===== src/rtl/skt_pkg.sv =====
// Package for the sorted key table: beat types, command and status codes,
// and default sizing. No dependencies; every other file imports it.
package skt_pkg;

    localparam int KEY_W        = 16;
    localparam int CAPACITY_DEF = 32;

    // Command codes
    localparam logic [1:0] CMD_INSERT = 2'd0;
    localparam logic [1:0] CMD_DELETE = 2'd1;
    localparam logic [1:0] CMD_LIST   = 2'd2;
    localparam logic [1:0] CMD_NOP    = 2'd3;

    // Result status codes
    localparam logic [2:0] ST_INSERTED  = 3'd0;
    localparam logic [2:0] ST_DUPLICATE = 3'd1;
    localparam logic [2:0] ST_FULL      = 3'd2;
    localparam logic [2:0] ST_DELETED   = 3'd3;
    localparam logic [2:0] ST_NOT_FOUND = 3'd4;
    localparam logic [2:0] ST_EMPTY     = 3'd5;
    localparam logic [2:0] ST_ENTRY     = 3'd6;

    typedef struct packed {
        logic [1:0]       command;
        logic [KEY_W-1:0] key;
    } cmd_beat_t;

    typedef struct packed {
        logic [2:0]       status;
        logic [KEY_W-1:0] key_out;
        logic             last;
    } rsp_beat_t;

endpackage


===== src/rtl/skt_mem.sv =====
// Key storage RAM for the sorted key table: one write port, one read port,
// registered read data. Depends on skt_pkg for the key width.
module skt_mem
    import skt_pkg::*;
#(
    parameter int DEPTH = CAPACITY_DEF,
    parameter int AW    = 5
)
(
    input  logic             clk,
    input  logic             wr_en,
    input  logic [AW-1:0]    wr_addr,
    input  logic [KEY_W-1:0] wr_data,
    input  logic             rd_en,
    input  logic [AW-1:0]    rd_addr,
    output logic [KEY_W-1:0] rd_data
);

    logic [KEY_W-1:0] mem [DEPTH];
    logic [KEY_W-1:0] rd_data_reg;

    // Write port
    always_ff @(posedge clk)
    begin
        if (wr_en)
        begin
            mem[wr_addr] <= wr_data;
        end
    end

    // Read port, registered read data; data holds when not reading
    always_ff @(posedge clk)
    begin
        if (rd_en)
        begin
            rd_data_reg <= mem[rd_addr];
        end
    end

    assign rd_data = rd_data_reg;

endmodule


===== src/rtl/skt_ctrl.sv =====
// Command sequencer for the sorted key table: scans, shifts and lists the
// keys held in skt_mem and drives the result register. Depends on skt_pkg.
module skt_ctrl
    import skt_pkg::*;
#(
    parameter int CAPACITY = CAPACITY_DEF,
    parameter int AW       = 5,
    parameter int CW       = 6
)
(
    input  logic             clk,
    input  logic             rst_n,
    input  logic             cmd_valid,
    output logic             cmd_stall,
    input  cmd_beat_t        cmd,
    output logic             rsp_valid,
    input  logic             rsp_stall,
    output rsp_beat_t        rsp,
    output logic             wr_en,
    output logic [AW-1:0]    wr_addr,
    output logic [KEY_W-1:0] wr_data,
    output logic             rd_en,
    output logic [AW-1:0]    rd_addr,
    input  logic [KEY_W-1:0] rd_data
);

    localparam logic [3:0] S_IDLE      = 4'd0;
    localparam logic [3:0] S_SCAN_RD   = 4'd1;
    localparam logic [3:0] S_SCAN_CMP  = 4'd2;
    localparam logic [3:0] S_INS_CHK   = 4'd3;
    localparam logic [3:0] S_INS_SH_RD = 4'd4;
    localparam logic [3:0] S_INS_SH_WR = 4'd5;
    localparam logic [3:0] S_DEL_SH_RD = 4'd6;
    localparam logic [3:0] S_DEL_SH_WR = 4'd7;
    localparam logic [3:0] S_LIST_RD   = 4'd8;
    localparam logic [3:0] S_LIST_OUT  = 4'd9;
    localparam logic [3:0] S_EMIT      = 4'd10;

    localparam logic [CW-1:0] CAP_CNT = CW'(CAPACITY);
    localparam logic [CW-1:0] ONE     = CW'(1);

    logic [3:0]       state_reg, state_next;
    logic [CW-1:0]    count_reg, count_next;
    logic [CW-1:0]    idx_reg, idx_next;
    logic [CW-1:0]    sh_reg, sh_next;
    logic [1:0]       op_reg, op_next;
    logic [KEY_W-1:0] key_reg, key_next;
    logic [2:0]       st_reg, st_next;
    logic             rsp_valid_reg, rsp_valid_next;
    rsp_beat_t        rsp_reg, rsp_next;

    logic          out_free;
    logic [CW-1:0] sh_dn, sh_up, idx_up;

    assign out_free  = !rsp_valid_reg || !rsp_stall;
    assign sh_dn     = sh_reg - ONE;
    assign sh_up     = sh_reg + ONE;
    assign idx_up    = idx_reg + ONE;
    assign cmd_stall = (state_reg != S_IDLE);
    assign rsp_valid = rsp_valid_reg;
    assign rsp       = rsp_reg;

    // Sequencer
    always_comb
    begin
        state_next     = state_reg;
        count_next     = count_reg;
        idx_next       = idx_reg;
        sh_next        = sh_reg;
        op_next        = op_reg;
        key_next       = key_reg;
        st_next        = st_reg;
        rsp_valid_next = rsp_valid_reg && rsp_stall;
        rsp_next       = rsp_reg;
        wr_en          = 1'b0;
        wr_addr        = idx_reg[AW-1:0];
        wr_data        = key_reg;
        rd_en          = 1'b0;
        rd_addr        = idx_reg[AW-1:0];

        case (state_reg)
            S_IDLE:
            begin
                if (cmd_valid)
                begin
                    op_next  = cmd.command;
                    key_next = cmd.key;
                    idx_next = '0;
                    case (cmd.command)
                        CMD_INSERT:
                        begin
                            state_next = S_SCAN_RD;
                        end
                        CMD_DELETE:
                        begin
                            if (count_reg == '0)
                            begin
                                st_next    = ST_EMPTY;
                                state_next = S_EMIT;
                            end
                            else
                            begin
                                state_next = S_SCAN_RD;
                            end
                        end
                        CMD_LIST:
                        begin
                            if (count_reg == '0)
                            begin
                                st_next    = ST_EMPTY;
                                key_next   = '0;
                                state_next = S_EMIT;
                            end
                            else
                            begin
                                state_next = S_LIST_RD;
                            end
                        end
                        default:
                        begin
                            state_next = S_IDLE;
                        end
                    endcase
                end
            end

            // Scan: read slot idx, or finish when the end is reached
            S_SCAN_RD:
            begin
                if (idx_reg == count_reg)
                begin
                    if (op_reg == CMD_INSERT)
                    begin
                        state_next = S_INS_CHK;
                    end
                    else
                    begin
                        st_next    = ST_NOT_FOUND;
                        state_next = S_EMIT;
                    end
                end
                else
                begin
                    rd_en      = 1'b1;
                    state_next = S_SCAN_CMP;
                end
            end

            S_SCAN_CMP:
            begin
                if (rd_data == key_reg)
                begin
                    if (op_reg == CMD_INSERT)
                    begin
                        st_next    = ST_DUPLICATE;
                        state_next = S_EMIT;
                    end
                    else
                    begin
                        sh_next    = idx_reg;
                        state_next = S_DEL_SH_RD;
                    end
                end
                else if (op_reg == CMD_INSERT && rd_data > key_reg)
                begin
                    state_next = S_INS_CHK;
                end
                else
                begin
                    idx_next   = idx_up;
                    state_next = S_SCAN_RD;
                end
            end

            // Insert position known in idx; reject when full
            S_INS_CHK:
            begin
                if (count_reg == CAP_CNT)
                begin
                    st_next    = ST_FULL;
                    state_next = S_EMIT;
                end
                else
                begin
                    sh_next    = count_reg;
                    state_next = S_INS_SH_RD;
                end
            end

            // Move keys up one slot from the top down to idx
            S_INS_SH_RD:
            begin
                if (sh_reg == idx_reg)
                begin
                    wr_en      = 1'b1;
                    wr_addr    = idx_reg[AW-1:0];
                    wr_data    = key_reg;
                    count_next = count_reg + ONE;
                    st_next    = ST_INSERTED;
                    state_next = S_EMIT;
                end
                else
                begin
                    rd_en      = 1'b1;
                    rd_addr    = sh_dn[AW-1:0];
                    state_next = S_INS_SH_WR;
                end
            end

            S_INS_SH_WR:
            begin
                wr_en      = 1'b1;
                wr_addr    = sh_reg[AW-1:0];
                wr_data    = rd_data;
                sh_next    = sh_dn;
                state_next = S_INS_SH_RD;
            end

            // Close the gap at the deleted slot, moving keys down
            S_DEL_SH_RD:
            begin
                if (sh_up == count_reg)
                begin
                    count_next = count_reg - ONE;
                    st_next    = ST_DELETED;
                    state_next = S_EMIT;
                end
                else
                begin
                    rd_en      = 1'b1;
                    rd_addr    = sh_up[AW-1:0];
                    state_next = S_DEL_SH_WR;
                end
            end

            S_DEL_SH_WR:
            begin
                wr_en      = 1'b1;
                wr_addr    = sh_reg[AW-1:0];
                wr_data    = rd_data;
                sh_next    = sh_up;
                state_next = S_DEL_SH_RD;
            end

            // List: one key per read, waits on a full result register
            S_LIST_RD:
            begin
                rd_en      = 1'b1;
                state_next = S_LIST_OUT;
            end

            S_LIST_OUT:
            begin
                if (out_free)
                begin
                    rsp_valid_next   = 1'b1;
                    rsp_next.status  = ST_ENTRY;
                    rsp_next.key_out = rd_data;
                    rsp_next.last    = (idx_up == count_reg);
                    idx_next         = idx_up;
                    state_next       = (idx_up == count_reg) ? S_IDLE : S_LIST_RD;
                end
            end

            // Single result beat for insert, delete and empty list
            S_EMIT:
            begin
                if (out_free)
                begin
                    rsp_valid_next   = 1'b1;
                    rsp_next.status  = st_reg;
                    rsp_next.key_out = key_reg;
                    rsp_next.last    = 1'b1;
                    state_next       = S_IDLE;
                end
            end

            default:
            begin
                state_next = S_IDLE;
            end
        endcase
    end

    // Control registers
    always_ff @(posedge clk or negedge rst_n)
    begin
        if (!rst_n)
        begin
            state_reg     <= S_IDLE;
            count_reg     <= '0;
            rsp_valid_reg <= 1'b0;
        end
        else
        begin
            state_reg     <= state_next;
            count_reg     <= count_next;
            rsp_valid_reg <= rsp_valid_next;
        end
    end

    // Working and payload registers
    always_ff @(posedge clk)
    begin
        idx_reg <= idx_next;
        sh_reg  <= sh_next;
        op_reg  <= op_next;
        key_reg <= key_next;
        st_reg  <= st_next;
        rsp_reg <= rsp_next;
    end

endmodule


===== src/rtl/sorted_key_table.sv =====
// Sorted key table: holds up to CAPACITY distinct 16-bit keys in ascending
// order in a one-port-read, one-port-write RAM. Commands are taken one at a
// time; cmd_stall stays high until the command's last result beat is loaded.
// Every RAM read takes an address step, then a registered data step. Insert
// scans the keys below the new key plus the first larger one, then moves
// each larger stored key up one slot. Delete scans up to the match, then
// moves each key above it down one slot. List reads and emits one key at a
// time. Duplicate, full and not-found results cost the scan alone, and
// not-found scans every stored key; delete or list on an empty table answers
// with no RAM read. A result waiting on rsp_stall holds the sequencer. The
// RAM needs no clearing after reset; only slots below the key count are read.
// Depends on skt_pkg, skt_ctrl and skt_mem.
module sorted_key_table
    import skt_pkg::*;
#(
    parameter int CAPACITY = CAPACITY_DEF
)
(
    input  logic      clk,
    input  logic      rst_n,
    input  logic      cmd_valid,
    output logic      cmd_stall,
    input  cmd_beat_t cmd,
    output logic      rsp_valid,
    input  logic      rsp_stall,
    output rsp_beat_t rsp
);

    localparam int AW = (CAPACITY > 1) ? $clog2(CAPACITY) : 1;
    localparam int CW = $clog2(CAPACITY + 1);

    logic             wr_en;
    logic [AW-1:0]    wr_addr;
    logic [KEY_W-1:0] wr_data;
    logic             rd_en;
    logic [AW-1:0]    rd_addr;
    logic [KEY_W-1:0] rd_data;

    skt_ctrl #(
        .CAPACITY (CAPACITY),
        .AW       (AW),
        .CW       (CW)
    ) u_ctrl (
        .clk       (clk),
        .rst_n     (rst_n),
        .cmd_valid (cmd_valid),
        .cmd_stall (cmd_stall),
        .cmd       (cmd),
        .rsp_valid (rsp_valid),
        .rsp_stall (rsp_stall),
        .rsp       (rsp),
        .wr_en     (wr_en),
        .wr_addr   (wr_addr),
        .wr_data   (wr_data),
        .rd_en     (rd_en),
        .rd_addr   (rd_addr),
        .rd_data   (rd_data)
    );

    skt_mem #(
        .DEPTH (CAPACITY),
        .AW    (AW)
    ) u_mem (
        .clk     (clk),
        .wr_en   (wr_en),
        .wr_addr (wr_addr),
        .wr_data (wr_data),
        .rd_en   (rd_en),
        .rd_addr (rd_addr),
        .rd_data (rd_data)
    );

`ifndef SYNTHESIS
    // Only list entries may be followed by more beats of the same command
    a_nonlast_is_entry: assert property (@(posedge clk) disable iff (!rst_n)
        rsp_valid && !rsp.last |-> rsp.status == ST_ENTRY)
        else $error("non-final result beat that is not a list entry");

    // A real command keeps the table busy in the cycle after its accept
    a_busy_after_cmd: assert property (@(posedge clk) disable iff (!rst_n)
        cmd_valid && !cmd_stall && cmd.command != CMD_NOP |=> cmd_stall)
        else $error("command accepted without occupying the sequencer");

    // A stalled result beat holds its payload
    a_rsp_hold: assert property (@(posedge clk) disable iff (!rst_n)
        rsp_valid && rsp_stall |=> rsp_valid && $stable(rsp))
        else $error("stalled result beat changed");
`endif

endmodule


===== config.mk =====
export PLATFORM = sky130hd
export DESIGN_NAME = sorted_key_table
export DESIGN_NICKNAME = d
export VERILOG_FILES = /design/src/rtl/skt_pkg.sv /design/src/rtl/skt_mem.sv /design/src/rtl/skt_ctrl.sv /design/src/rtl/sorted_key_table.sv
export SDC_FILE = /design/constraint.sdc
export NUM_CORES = 1
export LEC_CHECK = 0
export BUFFER_PORTS_ARGS = -buffer_cell sky130_fd_sc_hd__buf_2
export CORE_MARGIN = 3
export CORE_UTILIZATION = 38
export DETAILED_ROUTE_END_ITERATION = 8
export SYNTH_ARGS = -nofsm -noshare
export SYNTH_HDL_FRONTEND = slang
export SYNTH_SLANG_ARGS = --single-unit

===== constraint.sdc =====
create_clock -name clk -period 3.8 [get_ports clk]
set_clock_uncertainty 0.05 [all_clocks]
set_input_delay 0.57 -clock clk [delete_from_list [all_inputs] [get_ports clk]]
set_output_delay 0.57 -clock clk [all_outputs]
set_load 0.05 [all_outputs]

==> reports/results.txt, run 1 <==
Overflow after GRT - 0
global placement routability congestion - 0.878
Worst-Margin Slew - 1180 ps
layout cell share with drive strength beyond 1 - 17.5%
Site Rows - 95
Clock Path Buffers - 3
Reg clk slew, reported paths - 60 ps
Hold Path Class - input pin to flop
RSZ-0062 raised after global routing - yes
Unique masters post-synth - 65
most area-consuming cells after synthesis - edfxtp_1 67%, nand2_1 4.5%, mux2i_1 2.7%, a221oi_1 2.2%, a311oi_1 2.1%
antenna violations before repair - 0
mapped cell area - 0.0260 mm2
PD cells - 776 mW/mm2
HP Start - cmd[17]
Worst VDD drop - 0.394 mV
vias per cell - 5.73
critical path class - flop to flop
1st-iter DRT viols - 1878
GR met1 Demand/Resource - 28.5%
post-synthesis register bit count - 592
largest net degree at the start of global routing - 60
Layout Utilization - 44.8%
Worst EP arrival - 4150 ps
worst-skew pair later-pin latency - 630 ps
shortest period the worst path allows - 3710 ps
final hold vios - 0
area delta synth->final - 16.1%
Seq/Total Area, Yosys - 68.1%
Synth area leader - edfxtp_1
core footprint - 0.0675 mm2
outcome - complete, no violations
total negative setup slack - 0 ps
placed wire-length estimate - 45700 um
CP endpoint kind - flop
end of the critical path - u_mem.rd_data[13]
DRC errors left - 0
slew margin rel. - 21.0%
Startpoint Class - flop
I/O Pins - 44
CP Launch Point - u_ctrl.sh_reg[0]
CTS HTree Levels - 2
fraction of registers with async set/reset - 1.86%
Post-Synthesis Cells - 1941
final-stage net count - 2117
cells on worst reg2reg path - 12
Final period util - 97.7%
leakage power - 10.7 nW
Main synth FF type - edfxtp_1
CTS tree - yes
first-pass GRT wire length - 107000 um
max FFs per register - 512
CTS root buffer - clkbuf_16
Die Y - 268 um
Ys Warns - 0
number of synthesized flops with an enable pin - 581
max cap viols - 0
FILL cells - 5980
Final setup viols - 0
fmax - 269 MHz
vias in the first global route - 16640
input/output buffers - 43
Avg WL per Cell - 23.9 um
Max Slew Vio Count - 0
Die Area - 0.0717 mm2
CP required - 4240 ps
busiest grt layer - met2
WHS - 140 ps
critical path peak fanout - 35
R2R Setup Slk - 90 ps
Synth top area share - 67.0%
met2 Resource Use GR - 31.2%
Routed Antenna Nets - 0
syn avg cell area - 13.4 um2
DR pass1 iterations - 6
met3 Track Usage GR - 2.64%
clk sinks - 592
die width - 268 um
Num CTS Buffers - 60
syn nets - 1991
drt total wl - 71500 um
Vias - 17127
Worst R2R Start - u_ctrl.sh_reg[0]
initial core utilization - 38.6%
total track usage - 19.8%
RR Endpoint - u_mem.rd_data[13]
[logic make-up after synthesis]
kind of cell / after synthesis / synth area share [%]
simple gates: 559 / 9.69
mux: 120 / 4.89
fa+ha+maj: 28 / 1.37
xor+xnor: 39 / 1.31
flops: 592 / 68.1
compound gates: 370 / 11.0
buf+inv: 233 / 3.67
[worst min path at each step]
stage / end / slack, ps / cells past startpoint
finish: u_ctrl.op_reg[1] / 140 / 1
global route: u_ctrl.op_reg[1] / 130 / 1
CTS: u_ctrl.op_reg[1] / 90 / 1
floorplan: u_ctrl.count_reg[0] / 220 / 0
detailed placement: u_ctrl.rsp_valid / 430 / 1
global placement: u_ctrl.state_reg[0] / 430 / 1
[cells in the final DEF, fill, tap and decap left out, drive strengths merged, types with 24 or more instances in the layout]
cell    instances
ha             27
o32a           30
a311oi         62
edfxtp        581
buf           198
nand4          24
and3           65
nor2           69
a211oi         68
nand2         318
mux2           48
o21ai          54
a221oi         65
inv            98
clkinv         24
mux2i          71
clkbuf         77
[cell usage after synthesis (3+ instances only)]
| cell | instances |
|---|---|
| a211oi_1 | 68 |
| a21o_1 | 8 |
| a21oi_1 | 20 |
| a221oi_1 | 65 |
| a22oi_1 | 4 |
| a311oi_1 | 62 |
| a31o_2 | 3 |
| a31oi_1 | 7 |
| a32oi_1 | 3 |
| and2_1 | 6 |
| and3_1 | 65 |
| buf_1 | 8 |
| buf_2 | 40 |
| buf_6 | 3 |
| clkbuf_1 | 82 |
| dfrtp_1 | 11 |
| edfxtp_1 | 581 |
| ha_1 | 27 |
| inv_1 | 98 |
| mux2_2 | 48 |
| mux2i_1 | 71 |
| nand2_1 | 315 |
| nand2b_1 | 5 |
| nand3_1 | 13 |
| nand4_1 | 24 |
| nor2_1 | 68 |
| nor2b_1 | 21 |
| nor3_1 | 18 |
| nor3b_1 | 3 |
| nor4_1 | 6 |
| o211ai_1 | 3 |
| o21ai_0 | 53 |
| o21bai_1 | 16 |
| o31ai_1 | 5 |
| o32a_1 | 30 |
| or2_2 | 3 |
| or3_1 | 3 |
| xnor2_1 | 21 |
| xor2_1 | 18 |
[stage by stage]
step / instance area, um2 / power, mW / cells / setup slack (ps)
detailed placement: 28300 / 17.9 / 2877 / -181
global route: 30200 / 24.5 / 2987 / -9.97
finish: 30200 / 23.4 / 2988 / 89.1
global placement: 28300 / 17.7 / 2877 / -87.5
floorplan: 26000 / 14.2 / 1941 / 528
CTS: 30200 / 23.5 / 2987 / 49.1
[worst max-delay path, cell delays in order, from the launching register on]
cell	delay, ps
edfxtp_1	470
ha_1	260
and2_1	170
a211o_1	290
a31o_2	280
a311oi_1	400
o32ai_4	180
buf_12	210
nand2_2	90
buf_4	300
nand2_4	220
o32a_1	500
nand4_1	150
[report_power, final]
part           internal (mW)  switching [mW]
registers               8.14           0.325
logic                   3.51            5.85
clock network           3.17            2.45
[routing by layer]
metal,part of all wire [%],up-vias
met5,0,-
met4,2.7,0
met3,7.5,108
met2,46,721
met1,44,8636
li1,-,7662
[area by class of cell]
cell class                 count  area, um2  share of cell area, %
multi-input combinational   1116       7530                   24.9
clock inverter                32        243                  0.803
inverter                      98        368                   1.22
tap                          873       1090                   3.62
sequential                   592      17700                   58.7
antenna                        1       2.50                0.00828
clock buffer                  77       1610                   5.32
timing repair buffer         199       1650                   5.47
[timing repair]
action | in CTS | in global routing
cloned | 0 | 0
setup buffers | 0 | 0
hold buffers | 1 | 0
endpoints found under the hold margin | 11 | 0
resized for setup | 4 | 13
endpoints found under the setup margin | 6 | 15
(Power assumes the default switching activity.)
==> run 2, diff against run 1 <==
--- a/config.mk
+++ b/config.mk
@@ -6,6 +6,7 @@
 export NUM_CORES = 1
 export LEC_CHECK = 0
 export BUFFER_PORTS_ARGS = -buffer_cell sky130_fd_sc_hd__buf_2
+export CORE_ASPECT_RATIO = 0.75
 export CORE_MARGIN = 3
 export CORE_UTILIZATION = 38
 export DETAILED_ROUTE_END_ITERATION = 8
==> reports/results.txt, run 2 (same netlist as run 1, synthesis figures left out) <==
CTS tree - yes
DP Worst Slack - -321 ps (-140 ps)
CP endpoint kind - flop
I/O Pins - 44 (unchanged)
Final period util - 99.1% (+1.5 points)
FILL cells - 5952 (-0.47%)
layout cell share with drive strength beyond 1 - 20.6% (+3.0 points)
Vias - 17352 (+1.3%)
Routed Antenna Nets - 0 (unchanged)
max cap viols - 0 (unchanged)
vias in the first global route - 16482 (-0.95%)
Site Rows - 82 (-14%)
CP required - 4210 ps (-30 ps)
Overflow after GRT - 0 (unchanged)
final-stage net count - 2144 (+1.3%)
placed wire-length estimate - 50300 um (+10%)
Worst-Margin Slew - 1090 ps (-85.6 ps)
Max Slew Vio Count - 0 (unchanged)
max FFs per register - 512 (unchanged)
most common cell after layout, fill and taps aside - edfxtp_1
Die Y - 233 um (-13%)
fmax - 266 MHz (-1.5%)
critical path class - flop to flop
drt total wl - 76700 um (+7.3%)
DR pass1 iterations - 6 (unchanged)
Startpoint Class - flop
area delta synth->final - 17.9%
slew margin rel. - 27.0% (+6.1 points)
input/output buffers - 43 (unchanged)
first-pass GRT wire length - 112000 um (+5.1%)
1st-iter DRT viols - 2466 (+31%)
die width - 308 um (+15%)
final hold vios - 0 (unchanged)
core footprint - 0.0673 mm2 (-0.31%)
register area - 0.0177 mm2 (unchanged)
shortest period the worst path allows - 3770 ps (+55.6 ps)
DRC errors left - 0 (unchanged)
footprint of the multi-input gates - 0.00791 mm2 (+5.0%)
total track usage - 21.1% (+1.3 points)
final worst slack - 33.6 ps (-55.6 ps)
clk sinks - 592 (unchanged)
global placement routability congestion - 0.931 (+6.1%)
worst-skew pair later-pin latency - 610 ps (-20 ps)
vias per cell - 5.76 (+0.54%)
leakage power - 10.9 nW (+1.4%)
antenna violations before repair - 4 (+4)
Die Area - 0.0717 mm2 (about the same)
most frequent cells in the layout - 581 x edfxtp_1, 315 x nand2_1, 164 x buf_4
Layout Utilization - 45.6% (+0.83 points)
Non-Filler Cell Area, Final - 0.0307 mm2 (+1.5%)
Hold Path Class - input pin to flop
critical path peak fanout - 36 (+2.9%)
outcome - complete, no violations
initial core utilization - 38.7% (+0.12 points)
Reg clk slew, reported paths - 70 ps (about the same)
Avg WL per Cell - 25.5 um (+6.4%)
largest net degree at the start of global routing - 45 (-25%)
dpl cell area - 0.0285 mm2 (+0.77%)
Worst EP arrival - 4180 ps (+30 ps)
ant diodes - 0 (-1)
Final setup viols - 0 (unchanged)
CTS root buffer - clkbuf_16
Clock Path Buffers - 3 (unchanged)
Worst VDD drop - 0.528 mV (+34%)
CTS HTree Levels - 2 (unchanged)
PD cells - 790 mW/mm2 (+1.9%)
Num CTS Buffers - 54 (-10%)
==> run 2: cell types whose count changed in the layout (fill, tap and decap cells not counted), moves of 2 or more <==
| cell | previous run | this run |
|---|---|---|
| clkinvlp_4 | 5 | 3 |
| a211oi_2 | 0 | 13 |
| clkbuf_16 | 62 | 58 |
| a311oi_4 | 0 | 11 |
| buf_4 | 134 | 164 |
| a311oi_1 | 60 | 30 |
| o21ai_2 | 19 | 17 |
| a311oi_2 | 2 | 21 |
| a211oi_1 | 68 | 55 |
| clkbuf_1 | 15 | 8 |
| clkinv_1 | 16 | 14 |
| o21ai_0 | 30 | 33 |
==> run 2: layout make-up <==
type	instances	area share (%)
sequential	592	57.8
clock inverter	27	0.653
tap	882	3.60
inverter	98	1.20
timing repair buffer	232	6.35
clock buffer	64	4.67
multi-input combinational	1116	25.8
==> run 2: routing by layer <==
layer | track usage (%) | wire length, um
met1 | 32.8 | 34900
met2 | 30.1 | 32200
met3 | 4.70 | 7950
met4 | 4.04 | 1610
met5 | 0 | 24
==> run 2: repair_timing <==
action,in CTS,in global routing
gates cloned,0,2
setup endpoints to repair,15,16
hold buffers,1,0
pin swaps,0,15
setup buffers,0,5
resized for setup,25,42
endpoints found under the hold margin,11,0
==> run 2: final timing paths <==
check / startpoint / to / slack (ps) / depth (start not counted)
max in group asynchronous: rst_n / u_ctrl.state_reg[3] / 3150 / 2
min reg2reg: u_ctrl.st_reg[2] / u_ctrl.rsp[19] / 460 / 1
min in group asynchronous: rst_n / u_ctrl.count_reg[4] / 330 / 2
max: u_ctrl.sh_reg[0] / u_mem.rd_data[1] / 30 / 13
min: cmd[17] / u_ctrl.op_reg[1] / 150 / 1
max reg2reg: u_ctrl.sh_reg[0] / u_mem.rd_data[1] / 30 / 13
==> run 2: through the flow <==
stage / instances / power [mW] / hold slack [ps] / setup TNS, ps
detailed placement: 2912 / 18.4 / 410 / -1970
global placement: 2912 / 18.3 / 402 / -1550
CTS: 3004 / 23.8 / 122 / 0
floorplan: 1941 / 14.2 / 224 / 0
finish: 3011 / 24.3 / 149 / 0
global route: 3011 / 25.3 / 130 / -31.2
==> run 2: critical path, cell delays in order (launching register included) <==
cell and delay [ps]:
edfxtp_1 460, ha_1 280, and2_1 180, a211o_1 290
a31o_2 270, a311oi_2 330, o32ai_4 150, buf_12 200
and2_2 280, buf_12 200, a311oi_2 440, o21ai_0 210
buf_4 200, nand4_1 70
==> run 2: where the power goes <==
part           internal [mW]  switching, mW
Sequential              8.14          0.292
Clock                   2.80           2.38
Combinational           3.95           6.69
